===== src/field_weakening_voltage_pi_assert.svh =====
// Assertion macros used by the field weakening voltage PI top level.
`ifndef FIELD_WEAKENING_VOLTAGE_PI_ASSERT_SVH
`define FIELD_WEAKENING_VOLTAGE_PI_ASSERT_SVH

// Same-cycle implication, sampled on clk and disabled during reset.
`define FWV_ASSERT_NOW(label, ante, cons) \
    label: assert property (@(posedge clk) disable iff (!rst_n) (ante) |-> (cons)) \
        else $error("field weakening assertion failed");

// Next-cycle implication, sampled on clk and disabled during reset.
`define FWV_ASSERT_NEXT(label, ante, cons) \
    label: assert property (@(posedge clk) disable iff (!rst_n) (ante) |=> (cons)) \
        else $error("field weakening assertion failed");

`endif


===== src/fwv_pkg.sv =====
// Types, constants and tables of the field weakening voltage PI block.
package fwv_pkg;

    typedef struct packed {
        logic               motor_index;
        logic               closed_loop_ready;
        logic signed [15:0] volt_d;
        logic signed [15:0] volt_q;
        logic signed [15:0] d_volt_limit;
        logic signed [15:0] q_volt_limit;
        logic signed [15:0] iq_command;
    } in_word_t;

    typedef struct packed {
        logic               engaged;
        logic signed [15:0] id_reference;
        logic signed [15:0] iq_reference;
        logic [14:0]        current_angle;
        logic [15:0]        volt_magnitude;
        logic [14:0]        volt_reference;
    } out_word_t;

    typedef enum logic [3:0] {
        ST_IDLE,
        ST_MUL_VD,
        ST_MUL_VQ,
        ST_MUL_REF,
        ST_SQRT,
        ST_ROUND,
        ST_MUL_KI,
        ST_INTEG,
        ST_PI_OUT,
        ST_RANGE,
        ST_CORDIC,
        ST_MUL_C,
        ST_MUL_S,
        ST_FINISH,
        ST_OUT
    } fwv_state_t;

    localparam int CFG_IDX_W = 3;
    localparam logic [CFG_IDX_W-1:0] REG_ENABLE_MASK   = 3'd0;
    localparam logic [CFG_IDX_W-1:0] REG_PROP_GAIN     = 3'd1;
    localparam logic [CFG_IDX_W-1:0] REG_INTEGRAL_GAIN = 3'd2;
    localparam logic [CFG_IDX_W-1:0] REG_VS_REF_SCALE  = 3'd3;
    localparam logic [CFG_IDX_W-1:0] REG_ANGLE_LIMIT   = 3'd4;
    localparam logic [CFG_IDX_W-1:0] REG_ID_LIMIT      = 3'd5;

    localparam int MUL_A_W = 18;
    localparam int MUL_B_W = 34;
    localparam int MUL_P_W = MUL_A_W + MUL_B_W;

    localparam logic signed [17:0] HALF_PI_Q13     = 18'sd12868;
    localparam logic signed [28:0] PI_Z            = 29'sd52707179;
    localparam logic signed [28:0] HALF_PI_Z       = 29'sd26353589;
    localparam logic signed [33:0] CORDIC_GAIN_Q30 = 34'sd652032874;

    // Arctangent of 2^-i in units of 2^-24 rad.
    function automatic logic signed [28:0] atan_lut(input logic [3:0] i);
        logic signed [28:0] v;
        case (i)
            4'd0:    v = 29'sd13176795;
            4'd1:    v = 29'sd7778716;
            4'd2:    v = 29'sd4110060;
            4'd3:    v = 29'sd2086331;
            4'd4:    v = 29'sd1047214;
            4'd5:    v = 29'sd524117;
            4'd6:    v = 29'sd262123;
            4'd7:    v = 29'sd131069;
            4'd8:    v = 29'sd65536;
            4'd9:    v = 29'sd32768;
            4'd10:   v = 29'sd16384;
            4'd11:   v = 29'sd8192;
            4'd12:   v = 29'sd4096;
            4'd13:   v = 29'sd2048;
            4'd14:   v = 29'sd1024;
            default: v = 29'sd512;
        endcase
        return v;
    endfunction

endpackage


===== src/fwv_mul.sv =====
// Shared signed multiplier with a registered product.
module fwv_mul (
    input  logic                                clk,
    input  logic                                en,
    input  logic signed [fwv_pkg::MUL_A_W-1:0] a,
    input  logic signed [fwv_pkg::MUL_B_W-1:0] b,
    output logic signed [fwv_pkg::MUL_P_W-1:0] prod
);
    import fwv_pkg::*;

    logic signed [MUL_P_W-1:0] prod_reg;

    always_ff @(posedge clk)
    begin
        if (en)
        begin
            prod_reg <= a * b;
        end
    end

    assign prod = prod_reg;

endmodule


===== src/field_weakening_voltage_pi.sv =====
// Top level of the voltage feedback field weakening PI regulator.
// Field weakening regulator for up to NUM_MOTORS motors: each input word is one control
// period of one motor and yields exactly one output word. An engaged period runs three
// products on the shared multiplier, a sixteen-step bit-pair square root, the PI update,
// angle range reduction, sixteen CORDIC rotations and two more products. A period that
// is passed through goes straight to the result word. The input is not ready until the
// result word has been taken.
module field_weakening_voltage_pi #(
    parameter int NUM_MOTORS = 2
) (
    input  logic                                clk,
    input  logic                                rst_n,
    input  logic                                in_valid,
    output logic                                in_ready,
    input  fwv_pkg::in_word_t                   in_data,
    output logic                                out_valid,
    input  logic                                out_ready,
    output fwv_pkg::out_word_t                  out_data,
    input  logic                                cfg_valid,
    output logic                                cfg_ready,
    input  logic [fwv_pkg::CFG_IDX_W-1:0]       cfg_index,
    input  logic [15:0]                         cfg_data
);
    import fwv_pkg::*;
    `include "field_weakening_voltage_pi_assert.svh"

    // Configuration registers.
    logic [1:0]         enable_mask_reg;
    logic [15:0]        prop_gain_reg;
    logic [15:0]        integral_gain_reg;
    logic [15:0]        vs_ref_scale_reg;
    logic signed [15:0] angle_limit_reg;
    logic [14:0]        id_limit_reg;

    fwv_state_t         state_reg, state_next;
    logic [3:0]         cnt_reg, cnt_next;
    in_word_t           in_reg, in_next;
    logic [16:0]        lim_reg, lim_next;
    logic [16:0]        mag_reg, mag_next;
    logic [31:0]        rem_reg, rem_next;
    logic [31:0]        root_reg, root_next;
    logic [15:0]        vs_reg, vs_next;
    logic [14:0]        vref_reg, vref_next;
    logic signed [15:0] ui_reg, ui_next;
    logic signed [17:0] angle_reg, angle_next;
    logic signed [28:0] z_reg, z_next;
    logic               flip_reg, flip_next;
    logic signed [33:0] x_reg, x_next;
    logic signed [33:0] y_reg, y_next;
    logic signed [15:0] id_reg, id_next;
    out_word_t          out_reg, out_next;
    logic signed [15:0] integ_reg [NUM_MOTORS];
    logic signed [15:0] integ_next [NUM_MOTORS];

    logic                      mul_en;
    logic signed [MUL_A_W-1:0] mul_a;
    logic signed [MUL_B_W-1:0] mul_b;
    logic signed [MUL_P_W-1:0] prod;

    fwv_mul u_mul (
        .clk  (clk),
        .en   (mul_en),
        .a    (mul_a),
        .b    (mul_b),
        .prod (prod)
    );

    function automatic logic [16:0] abs17(input logic signed [15:0] v);
        logic signed [16:0] e;
        e = {v[15], v};
        return (e < 0) ? 17'(-e) : 17'(e);
    endfunction

    // Clamp into [angle_limit, 0], the upper bound tested first.
    function automatic logic signed [15:0] clamp_angle(input logic signed [23:0] v,
                                                       input logic signed [15:0] al);
        logic signed [15:0] r;
        if (v > 24'sd0)
            r = 16'sd0;
        else if (v < 24'(al))
            r = al;
        else
            r = v[15:0];
        return r;
    endfunction

    logic signed [17:0] err_w;
    logic signed [15:0] integ_cur_w;
    logic               idx_ok_w;
    logic [31:0]        bit_w;
    logic [31:0]        trial_w;
    logic signed [33:0] c_w;
    logic signed [33:0] s_w;
    logic signed [MUL_P_W-1:0] rnd14_w;
    logic signed [MUL_P_W-1:0] rnd30_w;
    logic [31:0]        vref_sum_w;

    assign err_w    = $signed({3'b000, vref_reg}) - $signed({2'b00, vs_reg});
    assign bit_w    = 32'h4000_0000 >> {cnt_reg, 1'b0};
    assign trial_w  = root_reg + bit_w;
    assign c_w      = flip_reg ? -x_reg : x_reg;
    assign s_w      = flip_reg ? -y_reg : y_reg;
    assign rnd14_w  = (prod + MUL_P_W'(8192)) >>> 14;
    assign rnd30_w  = (prod + MUL_P_W'(32'h2000_0000)) >>> 30;
    assign vref_sum_w = prod[31:0] + 32'd16384;

    always_comb
    begin
        idx_ok_w    = 1'b0;
        integ_cur_w = 16'sd0;
        for (int m = 0; m < NUM_MOTORS; m++)
        begin
            if (int'(in_reg.motor_index) == m)
            begin
                idx_ok_w    = 1'b1;
                integ_cur_w = integ_reg[m];
            end
        end
    end

    assign cfg_ready = 1'b1;
    assign in_ready  = (state_reg == ST_IDLE);
    assign out_valid = (state_reg == ST_OUT);
    assign out_data  = out_reg;

    always_ff @(posedge clk or negedge rst_n)
    begin
        if (!rst_n)
        begin
            enable_mask_reg   <= 2'd0;
            prop_gain_reg     <= 16'd0;
            integral_gain_reg <= 16'd0;
            vs_ref_scale_reg  <= 16'd31130;
            angle_limit_reg   <= -16'sd8579;
            id_limit_reg      <= 15'd16384;
        end
        else if (cfg_valid)
        begin
            case (cfg_index)
                REG_ENABLE_MASK:   enable_mask_reg   <= cfg_data[1:0];
                REG_PROP_GAIN:     prop_gain_reg     <= cfg_data;
                REG_INTEGRAL_GAIN: integral_gain_reg <= cfg_data;
                REG_VS_REF_SCALE:  vs_ref_scale_reg  <= cfg_data;
                REG_ANGLE_LIMIT:   angle_limit_reg   <= $signed(cfg_data);
                REG_ID_LIMIT:      id_limit_reg      <= cfg_data[14:0];
                default:           ;
            endcase
        end
    end

    always_ff @(posedge clk or negedge rst_n)
    begin
        if (!rst_n)
        begin
            state_reg <= ST_IDLE;
            cnt_reg   <= 4'd0;
            for (int m = 0; m < NUM_MOTORS; m++)
            begin
                integ_reg[m] <= 16'sd0;
            end
        end
        else
        begin
            state_reg <= state_next;
            cnt_reg   <= cnt_next;
            for (int m = 0; m < NUM_MOTORS; m++)
            begin
                integ_reg[m] <= integ_next[m];
            end
        end
    end

    always_ff @(posedge clk)
    begin
        in_reg    <= in_next;
        lim_reg   <= lim_next;
        mag_reg   <= mag_next;
        rem_reg   <= rem_next;
        root_reg  <= root_next;
        vs_reg    <= vs_next;
        vref_reg  <= vref_next;
        ui_reg    <= ui_next;
        angle_reg <= angle_next;
        z_reg     <= z_next;
        flip_reg  <= flip_next;
        x_reg     <= x_next;
        y_reg     <= y_next;
        id_reg    <= id_next;
        out_reg   <= out_next;
    end

    always_comb
    begin
        logic signed [23:0] sum;
        logic signed [15:0] pi_out;
        logic signed [21:0] prod22;
        logic signed [16:0] iqr;
        logic signed [33:0] shx;
        logic signed [33:0] shy;

        state_next = state_reg;
        cnt_next   = cnt_reg;
        in_next    = in_reg;
        lim_next   = lim_reg;
        mag_next   = mag_reg;
        rem_next   = rem_reg;
        root_next  = root_reg;
        vs_next    = vs_reg;
        vref_next  = vref_reg;
        ui_next    = ui_reg;
        angle_next = angle_reg;
        z_next     = z_reg;
        flip_next  = flip_reg;
        x_next     = x_reg;
        y_next     = y_reg;
        id_next    = id_reg;
        out_next   = out_reg;
        for (int m = 0; m < NUM_MOTORS; m++)
        begin
            integ_next[m] = integ_reg[m];
        end
        mul_en = 1'b0;
        mul_a  = '0;
        mul_b  = '0;
        sum    = '0;
        pi_out = '0;
        prod22 = '0;
        iqr    = '0;
        shx    = x_reg >>> cnt_reg;
        shy    = y_reg >>> cnt_reg;

        case (state_reg)
            ST_IDLE:
            begin
                if (in_valid)
                begin
                    in_next  = in_data;
                    lim_next = (abs17(in_data.q_volt_limit) < abs17(in_data.d_volt_limit)) ?
                               abs17(in_data.q_volt_limit) : abs17(in_data.d_volt_limit);
                    mag_next = abs17(in_data.iq_command);
                    if (!enable_mask_reg[in_data.motor_index] || !in_data.closed_loop_ready ||
                        int'(in_data.motor_index) >= NUM_MOTORS)
                    begin
                        for (int m = 0; m < NUM_MOTORS; m++)
                        begin
                            if (int'(in_data.motor_index) == m)
                                integ_next[m] = 16'sd0;
                        end
                        out_next.engaged        = 1'b0;
                        out_next.id_reference   = 16'sd0;
                        out_next.iq_reference   = in_data.iq_command;
                        out_next.current_angle  = 15'(HALF_PI_Q13);
                        out_next.volt_magnitude = 16'd0;
                        out_next.volt_reference = 15'd0;
                        state_next = ST_OUT;
                    end
                    else
                    begin
                        state_next = ST_MUL_VD;
                    end
                end
            end
            ST_MUL_VD:
            begin
                mul_en = 1'b1;
                mul_a  = MUL_A_W'(in_reg.volt_d);
                mul_b  = MUL_B_W'(in_reg.volt_d);
                state_next = ST_MUL_VQ;
            end
            ST_MUL_VQ:
            begin
                mul_en   = 1'b1;
                mul_a    = MUL_A_W'(in_reg.volt_q);
                mul_b    = MUL_B_W'(in_reg.volt_q);
                rem_next = prod[31:0];
                state_next = ST_MUL_REF;
            end
            ST_MUL_REF:
            begin
                mul_en    = 1'b1;
                mul_a     = $signed({1'b0, lim_reg});
                mul_b     = $signed({18'd0, vs_ref_scale_reg});
                rem_next  = rem_reg + prod[31:0];
                root_next = 32'd0;
                cnt_next  = 4'd0;
                state_next = ST_SQRT;
            end
            ST_SQRT:
            begin
                // The product of scale and limit stays in the multiplier meanwhile.
                vref_next = (vref_sum_w[31:15] > 17'd32767) ? 15'd32767 : vref_sum_w[29:15];
                if (rem_reg >= trial_w)
                begin
                    rem_next  = rem_reg - trial_w;
                    root_next = (root_reg >> 1) + bit_w;
                end
                else
                begin
                    root_next = root_reg >> 1;
                end
                cnt_next = cnt_reg + 4'd1;
                if (cnt_reg == 4'd15)
                    state_next = ST_ROUND;
            end
            ST_ROUND:
            begin
                // What is left after the last step is x - r*r.
                vs_next = root_reg[15:0] + ((rem_reg > root_reg) ? 16'd1 : 16'd0);
                state_next = ST_MUL_KI;
            end
            ST_MUL_KI:
            begin
                mul_en = 1'b1;
                mul_a  = err_w;
                mul_b  = $signed({18'd0, integral_gain_reg});
                state_next = ST_INTEG;
            end
            ST_INTEG:
            begin
                mul_en  = 1'b1;
                mul_a   = err_w;
                mul_b   = $signed({18'd0, prop_gain_reg});
                sum     = 24'(integ_cur_w) + rnd14_w[23:0];
                ui_next = clamp_angle(sum, angle_limit_reg);
                state_next = ST_PI_OUT;
            end
            ST_PI_OUT:
            begin
                sum    = rnd14_w[23:0] + 24'(ui_reg);
                pi_out = clamp_angle(sum, angle_limit_reg);
                angle_next = HALF_PI_Q13 - 18'(pi_out);
                z_next     = {HALF_PI_Q13 - 18'(pi_out), 11'd0};
                flip_next  = 1'b0;
                for (int m = 0; m < NUM_MOTORS; m++)
                begin
                    if (int'(in_reg.motor_index) == m)
                        integ_next[m] = ui_reg;
                end
                state_next = ST_RANGE;
            end
            ST_RANGE:
            begin
                if (z_reg > HALF_PI_Z)
                begin
                    z_next    = z_reg - PI_Z;
                    flip_next = ~flip_reg;
                end
                else if (z_reg < -HALF_PI_Z)
                begin
                    z_next    = z_reg + PI_Z;
                    flip_next = ~flip_reg;
                end
                else
                begin
                    x_next   = CORDIC_GAIN_Q30;
                    y_next   = 34'sd0;
                    cnt_next = 4'd0;
                    state_next = ST_CORDIC;
                end
            end
            ST_CORDIC:
            begin
                if (z_reg >= 0)
                begin
                    x_next = x_reg - shy;
                    y_next = y_reg + shx;
                    z_next = z_reg - atan_lut(cnt_reg);
                end
                else
                begin
                    x_next = x_reg + shy;
                    y_next = y_reg - shx;
                    z_next = z_reg + atan_lut(cnt_reg);
                end
                cnt_next = cnt_reg + 4'd1;
                if (cnt_reg == 4'd15)
                    state_next = ST_MUL_C;
            end
            ST_MUL_C:
            begin
                mul_en = 1'b1;
                mul_a  = $signed({1'b0, mag_reg});
                mul_b  = c_w;
                state_next = ST_MUL_S;
            end
            ST_MUL_S:
            begin
                mul_en = 1'b1;
                mul_a  = $signed({1'b0, mag_reg});
                mul_b  = s_w;
                prod22 = rnd30_w[21:0];
                if (prod22 < -$signed({7'd0, id_limit_reg}))
                    id_next = -$signed({1'b0, id_limit_reg});
                else if (prod22 > 22'sd0)
                    id_next = 16'sd0;
                else
                    id_next = prod22[15:0];
                state_next = ST_FINISH;
            end
            ST_FINISH:
            begin
                prod22 = in_reg.iq_command[15] ? -rnd30_w[21:0] : rnd30_w[21:0];
                if (prod22 > 22'sd32767)
                    iqr = 17'sd32767;
                else if (prod22 < -22'sd32768)
                    iqr = -17'sd32768;
                else
                    iqr = prod22[16:0];
                out_next.engaged        = 1'b1;
                out_next.id_reference   = id_reg;
                out_next.iq_reference   = iqr[15:0];
                if (angle_reg < 0)
                    out_next.current_angle = 15'd0;
                else if (angle_reg > 18'sd32767)
                    out_next.current_angle = 15'd32767;
                else
                    out_next.current_angle = angle_reg[14:0];
                out_next.volt_magnitude = vs_reg;
                out_next.volt_reference = vref_reg;
                state_next = ST_OUT;
            end
            ST_OUT:
            begin
                if (out_ready)
                    state_next = ST_IDLE;
            end
            default:
            begin
                state_next = ST_IDLE;
            end
        endcase
    end

    // A result word and a new input word never overlap.
    `FWV_ASSERT_NOW(a_ready_excl_valid, in_ready, !out_valid)
    // Each accepted word starts work that holds the input closed.
    `FWV_ASSERT_NEXT(a_accept_busy, in_valid && in_ready, !in_ready)
    // Passed-through words carry no d current and the quarter-turn angle.
    `FWV_ASSERT_NOW(a_pass_fields, out_valid && !out_data.engaged,
                    out_data.id_reference == 16'sd0 &&
                    out_data.current_angle == 15'(HALF_PI_Q13) &&
                    out_data.volt_magnitude == 16'd0)
    // The CORDIC starts only on a reduced angle.
    `FWV_ASSERT_NEXT(a_cordic_range, state_reg == ST_RANGE && state_next == ST_CORDIC,
                     z_reg <= HALF_PI_Z && z_reg >= -HALF_PI_Z)
    // Integrator updates happen only on a legal motor index.
    `FWV_ASSERT_NOW(a_integ_index, state_reg == ST_PI_OUT, idx_ok_w)

endmodule

===== config.mk =====
export PLATFORM = sky130hd
export DESIGN_NAME = field_weakening_voltage_pi
export DESIGN_NICKNAME = d
export VERILOG_FILES = /design/src/fwv_pkg.sv /design/src/fwv_mul.sv /design/src/field_weakening_voltage_pi.sv
export VERILOG_INCLUDE_DIRS = /design/src /design/src/src
export SDC_FILE = /design/constraint.sdc
export NUM_CORES = 2
export LEC_CHECK = 0
export ABC_AREA = 0
export BUFFER_PORTS_ARGS = -buffer_cell sky130_fd_sc_hd__buf_2
export CORE_MARGIN = 2
export CORE_UTILIZATION = 55
export CTS_CLUSTER_SIZE = 8
export DETAILED_ROUTE_END_ITERATION = 10
export PLACE_DENSITY_LB_ADDON = 0.12
export SKIP_CTS_REPAIR_TIMING = 1
export SLEW_MARGIN = 10
export SYNTH_ARGS = -nofsm -noshare
export SYNTH_HDL_FRONTEND = slang
export SYNTH_SLANG_ARGS = --single-unit
export TNS_END_PERCENT = 20

===== constraint.sdc =====
create_clock -name clk -period 11.9 [get_ports clk]
set_input_delay 1.19 -clock clk [delete_from_list [all_inputs] [get_ports clk]]
set_output_delay 1.19 -clock clk [all_outputs]
set_load 0.01 [all_outputs]

; ---- After elaboration in Yosys (flattened, before gate mapping)
; Memories as Yosys holds them, arrays and structs flattened.
; Index checks and enable logic that the tools add are counted.
[classes]
n_shift = 3
bitwise_logic = 1
magnitude_cmp = 21
reduce_logical = 33
addsub = 29
eq_ne = 33
muxes = 68
n_mul = 1
[op_table]
columns = operator, n
row1 = 2-to-1 mux 34 bit, 8
row2 = case mux 34 bit (7 select lines), 1
row3 = 2-to-1 mux 16 bit, 13
row4 = 2-to-1 mux 29 bit, 7
row5 = 2-to-1 mux 79 bit, 2
row6 = case mux 79 bit (2 select lines), 1
row7 = case mux 34 bit (2 select lines), 2
row8 = 2-to-1 mux 32 bit, 4
row9 = case mux 32 bit (2 select lines), 2
row10 = case mux 32 bit (3 select lines), 1
row11 = case mux 18 bit (5 select lines), 1
row12 = case mux 29 bit (3 select lines), 1
row13 = adder 34 bit, 2
row14 = 2-to-1 mux 17 bit, 4
row15 = negation 34 bit, 2
row16 = >>> shifter 34 x 4 -> 34 bit, 2
row17 = subtractor 34 bit, 2
row18 = adder 32 bit, 2
row19 = case mux 4 bit (15 select lines), 1
row20 = adder 52 x 30 -> 52 bit (second input constant), 1
row21 = multiplier 18 x 34 -> 52 bit, 1
row22 = negation 16 -> 17 bit, 3
row23 = adder 24 bit, 2
row24 = > comparator 24 x 1 -> 1 bit (second input constant), 2
row25 = other kinds (61), 122
[totals]
in_bits = 106
mem_bits_ro = 768
mem_count = 2
ff_bits = 577
[memory_table]
columns = name, depth, word_bits, read_ports, rd_ports_with_merged_regs, write_ports, line
row1 = (no name shown), 16, 24, 1, 0, 0, fwv_pkg.sv:61  ; case (i)
row2 = (no name shown), 16, 24, 1, 0, 0, fwv_pkg.sv:61

; ---- Logic depth before layout (Yosys ltp)
[depth]
word_depth = 8
ltp_mapped = 39

; ---- Modules after synthesis
; A second synthesis with hierarchy kept.
[unflattened]
cells_unflattened = 7442
hier_area_um2 = 68714.7
[by_module_without_submodules]
columns = mod, area_each_um2, n_inst, seq_area_each_um2, cells_per_inst
row1 = field_weakening_voltage_pi, 46310.7, 1, 14736.6, 5027
row2 = fwv_mul, 22404.0, 1, 1561.5, 2415

; ---- Worst setup path after synthesis
; OpenSTA, ideal clock, no wires.
[synth_path]
path_type = reg2reg
start = reg y_reg[9]
end = reg u_mul.prod_reg[47] (netlist: u_mul.prod[47]) (data pin)
t_arrival_ps = 8819
stages_incl_launch_ff = 35
setup_ps = 260
setup_slack_ps = 2822
synth_period_minus_slack_ps = 9078
required_ps = 11640
cell_sequence = edfxtp_1 > buf_6 > or4_4 > or3_4 > or4_4 > or3_1 > o21ai_1 > o21ai_0 > xnor2_1 > o221ai_1 > clkbuf_1 > nand2_1 > fa_1 > inv_1 > fa_1 > inv_1 > fa_1 > inv_1 > fa_1 > fa_1 > inv_1 > fa_1 > inv_1 > ha_1 > a21o_1 > a21o_1 > a21o_1 > a21o_1 > a21oi_1 > nor2b_1 > a31oi_1 > o2bb2ai_1 > o21ai_0 > a21boi_0 > xnor2_1
[synth_via]
elab_chain_cells = 4
[synth_lines]
columns = element, line
row1 = start: declaration, field_weakening_voltage_pi.sv:49  ; logic signed [33:0] y_reg, y_next;
row2 = start signal: assignment, field_weakening_voltage_pi.sv:187  ; y_reg <= y_next;
row3 = negation 34 bit, field_weakening_voltage_pi.sv:102  ; assign s_w = flip_reg ? -y_reg : y_reg;
row4 = 2-to-1 mux 34 bit (*), field_weakening_voltage_pi.sv:102
row5 = case mux 34 bit (7 select lines) (*), field_weakening_voltage_pi.sv:232  ; case (state_reg)
row6 = multiplier 18 x 34 -> 52 bit (*), fwv_mul.sv:17  ; prod_reg <= a * b;
row7 = end signal: assignment, fwv_mul.sv:17
row8 = end: declaration, fwv_mul.sv:11  ; logic signed [MUL_P_W-1:0] prod_reg;
; Every way passes the cells marked *; elsewhere a longest branch is shown, timed or not.
; A chain may end at the register's enable or synchronous reset.

; ---- Final worst setup path
[layout_path]
start = reg state_reg[0]
end = reg u_mul.prod_reg[47] (netlist: u_mul.prod[47]) (data pin)
[layout_via]
elab_chain_cells = 4
word_cells_on_any_way = 12
[layout_lines]
columns = element, line
row1 = start: declaration, field_weakening_voltage_pi.sv:35  ; fwv_state_t state_reg, state_next;
row2 = start signal: assignment, field_weakening_voltage_pi.sv:164  ; state_reg <= state_next;
row3 = == test 4 bit / == test 4 x 3 -> 1 bit (equally long branches), field_weakening_voltage_pi.sv:232
row4 = OR reduction 2 bit (no line), --
row5 = case mux 18 bit (5 select lines), field_weakening_voltage_pi.sv:232
row6 = multiplier 18 x 34 -> 52 bit (*), fwv_mul.sv:17
; Marks and branches as above.

==> results.py <==
metrics = {
    "final_layout": {
        "layout.cells.most_common": "nand2_1",
        "count_of_placed_standard_cells_in_the_final_layout_fillers_left_out": 9498,
        "finalNetCount": 8991,
        "layout_cells_sized_above_1_pct": 9.27,
        "layout.cells.most_common_list": "999 x nand2_1, 956 x inv_1, 593 x fa_1, 516 x ha_1, 507 x nor2_1",
        "final_cell_area_um2": 74700,
        "areaGrowthSynthToFinish_pct": 7.90,
        "fillCellCount": 11000,
        "largest_register_ffs": 79,
    },
    "critical_path": {
        "cp_dominant_cell_by_count": "fa_1",
        "critical_path_class": "reg -> reg",
        "cp-startpoint": "state_reg[0]",
        "worst_setup_path_start_kind": "flop",
        "cp_max_delay_cell": "a22oi_1",
        "timing.critical_path.required_ns": 12.36,
        "regToRegStartpoint": "state_reg[0]",
        "crit_path_max_fanout": 17,
        "critPathArrivalTime_ns": 11.31,
        "timing.critical_path.to_type": "flop",
        "slowest_stage_delay_cp_ns": 1.01,
        "rrSetupSlack_ns": 1.05,
    },
    "yosys": {
        "synth_async_sr_flop_share_pct": 21.5,
        "yosys_warnings": 0,
        "synth-main-ff-cell": "edfxtp_1",
        "synth.cell_area_um2": 69200,
        "synth-adder-area-share_pct": 26.5,
        "synth.mux.area_fraction_pct": 5.46,
        "synth_enable_flop_cells": 441,
        "cells_taking_the_most_area_after_synthesis": "edfxtp_1 19%, fa_1 17%, ha_1 9.3%",
        "yosys_register_bits": 562,
        "synthDominantCellAreaShare_pct": 19.1,
        "yosys.area_share.simple_pct": 15.8,
        "synth_compound_gate_area_share_pct": 14.3,
        "synthCells": 7696,
        "synth_cell_types": 115,
        "dominant_combinational_cell_family_by_area_after_synthesis": "adder cells",
        "synthXorXnorAreaFrac_pct": 7.32,
        "netlist.top_cell.by_area": "edfxtp_1",
        "postSynthAreaPerCell_um2": 9.00,
        "seq_area_frac_synth_pct": 23.5,
    },
    "clocking": {
        "cts.sink_count": 562,
        "cts_inserted_buffers": 83,
        "cts_root_buf": "clkbuf_16",
        "cts.reportedPaths.clkPinSlew_ns": 0.06,
        "htreeDepth": 3,
        "clock_tree_from_tritoncts": "built",
        "clock_path_buffers": 3,
        "clk_latency_ns": 0.72,
    },
    "placement": {
        "dp_slack_ns": 1.10,
        "place.port_buffers": 186,
        "post_dp_cell_area_um2": 72100,
        "dp_hpwl_mm": 175,
        "placed_cells": 9339,
        "place_congestion": 0.973,
    },
    "drt": {
        "route.detailed.vias_per_inst": 6.08,
        "remaining_drc_errors": 0,
        "ant_nets": 0,
        "wire_per_inst_um": 23.3,
        "first_pass_iters": 8,
        "finalWirelength_mm": 221,
        "dr.first_iter.drc_count": 5392,
        "dr_total_vias": 57700,
    },
    "sta": {
        "layout_setup_ws_ns": 1.05,
        "final.setup_skew_ns": 0.0627,
        "final.period_utilization_pct": 91.2,
        "totalNegativeSetupSlack_ns": 0,
        "setup_repair_after_global_routing_missed_its_margin": "false",
        "timing.fmax_mhz": 92.2,
        "timing.slew.headroom_pct": 10.3,
        "min_clock_period_post_route_ns": 10.85,
        "final_hold_violation_count": 0,
        "setup_violating_endpoint_count_in_the_final_report": 0,
        "timing.final.max_slew_violations": 0,
        "tightestPinTransition_ns": 1.33,
    },
    "global_routing": {
        "antenna_found_initial": 12,
        "globalRouteOverflowTotal": 0,
        "grt_start_max_net_pins": 93,
        "grt_pass1_vias": 57100,
        "grt_first_pass_wirelength_mm": 339,
        "grt.total_usage_pct": 34.1,
    },
    "run": {
        "drv.max_cap_violation_count": 0,
    },
    "run_status": {
        "result_of_the_run": "finished clean",
    },
    "hold_path": {
        "worst_hold_path_type": "reg -> reg",
        "hold_path_startpoint": "integ_reg[25]",
    },
    "floorplanning": {
        "boundaryPins": 188,
        "core-area_um2": 125000,
        "initial_standard_cell_utilization_of_the_core_pct": 55.3,
        "die_area_um2": 129000,
        "fp-row-count": 130,
        "die_width_um": 359,
        "dieHeight_um": 359,
    },
}
==> per-stage QoR <==
stage	utilization, %	hold slack [ns]
2_1_floorplan	-	0.444
3_3_place_gp	57.6	0.456
3_5_place_dp	57.6	0.466
4_1_cts	59.6	0.477
5_1_grt	59.6	0.497
6_report	59.7	0.472
==> cell type report <==
class	count	area, um^2	share of cell area, %
multi-input cells	5851	48300	64.6
flip-flops and latches	562	16300	21.8
diodes	6	15.0	0.0201
clock inverters	11	200	0.268
inverters	960	3600	4.82
clock buffers	140	2340	3.13
well taps	1650	2060	2.76
repair buffers	318	1920	2.58
==> kinds of logic (layout without fill, tap and decap cells) <==
kind of cell / Yosys count / count (layout)
DFF: 562 / 562
muxes: 277 / 277
buffers and inverters: 1286 / 1429
adders and majority gates: 1109 / 1109
xor gates and xnor gates: 577 / 577
and+or+nand+nor: 2368 / 2368
AOI/OAI and AO/OA: 1515 / 1515
other: 2 / 11
==> path summary, 6_finish.rpt <==
check	end	cells after the start
setup reg to reg	u_mul.prod[47]	30
hold / removal	integ_reg[25]	2
min in group asynchronous	integ_reg[15]	1
hold reg to reg	integ_reg[25]	2
max in group asynchronous	cnt_reg[0]	2
setup / recovery	u_mul.prod[47]	30
==> routing by layer <==
layer / GRT usage (%) / routed length [um] / vias up
li1: - / - / 26500
met1: 45.7 / 92200 / 28300
met2: 53.8 / 98700 / 2445
met3: 7.24 / 19400 / 420
met4: 14.6 / 10600 / 6
met5: 0 / 40 / -
==> Yosys cell counts, types with 45 or more instances <==
master / count
nor2b_1: 100
nand4_1: 70
a21o_1: 148
or3_1: 45
ha_1: 516
a31oi_1: 51
fa_1: 593
a21oi_1: 347
edfxtp_1: 441
dfrtp_1: 99
nand2b_1: 78
a22oi_1: 46
nor3_1: 112
and2_1: 135
clkbuf_1: 267
mux2i_1: 99
o21ai_0: 369
nor2_1: 513
o21a_1: 67
mux2_2: 110
inv_1: 956
xor2_1: 232
mux4_2: 58
o21bai_1: 49
a211oi_1: 70
and3_1: 47
nand3_1: 125
o31ai_1: 50
nand2_1: 1000
xnor2_1: 344
==> worst max-delay path: cells and delay by family, from the launching register on <==
family	cells	cell delay, ns
flops	1	0.66
fa+ha+maj	7	3.33
simple gates	7	1.85
buf+inv	5	0.82
compound gates	10	3.79
xor+xnor	1	0.10
Power is left out: the tool's default activity adds up to more than one toggle a clock period on the data nets, which glitch-free logic cannot reach.
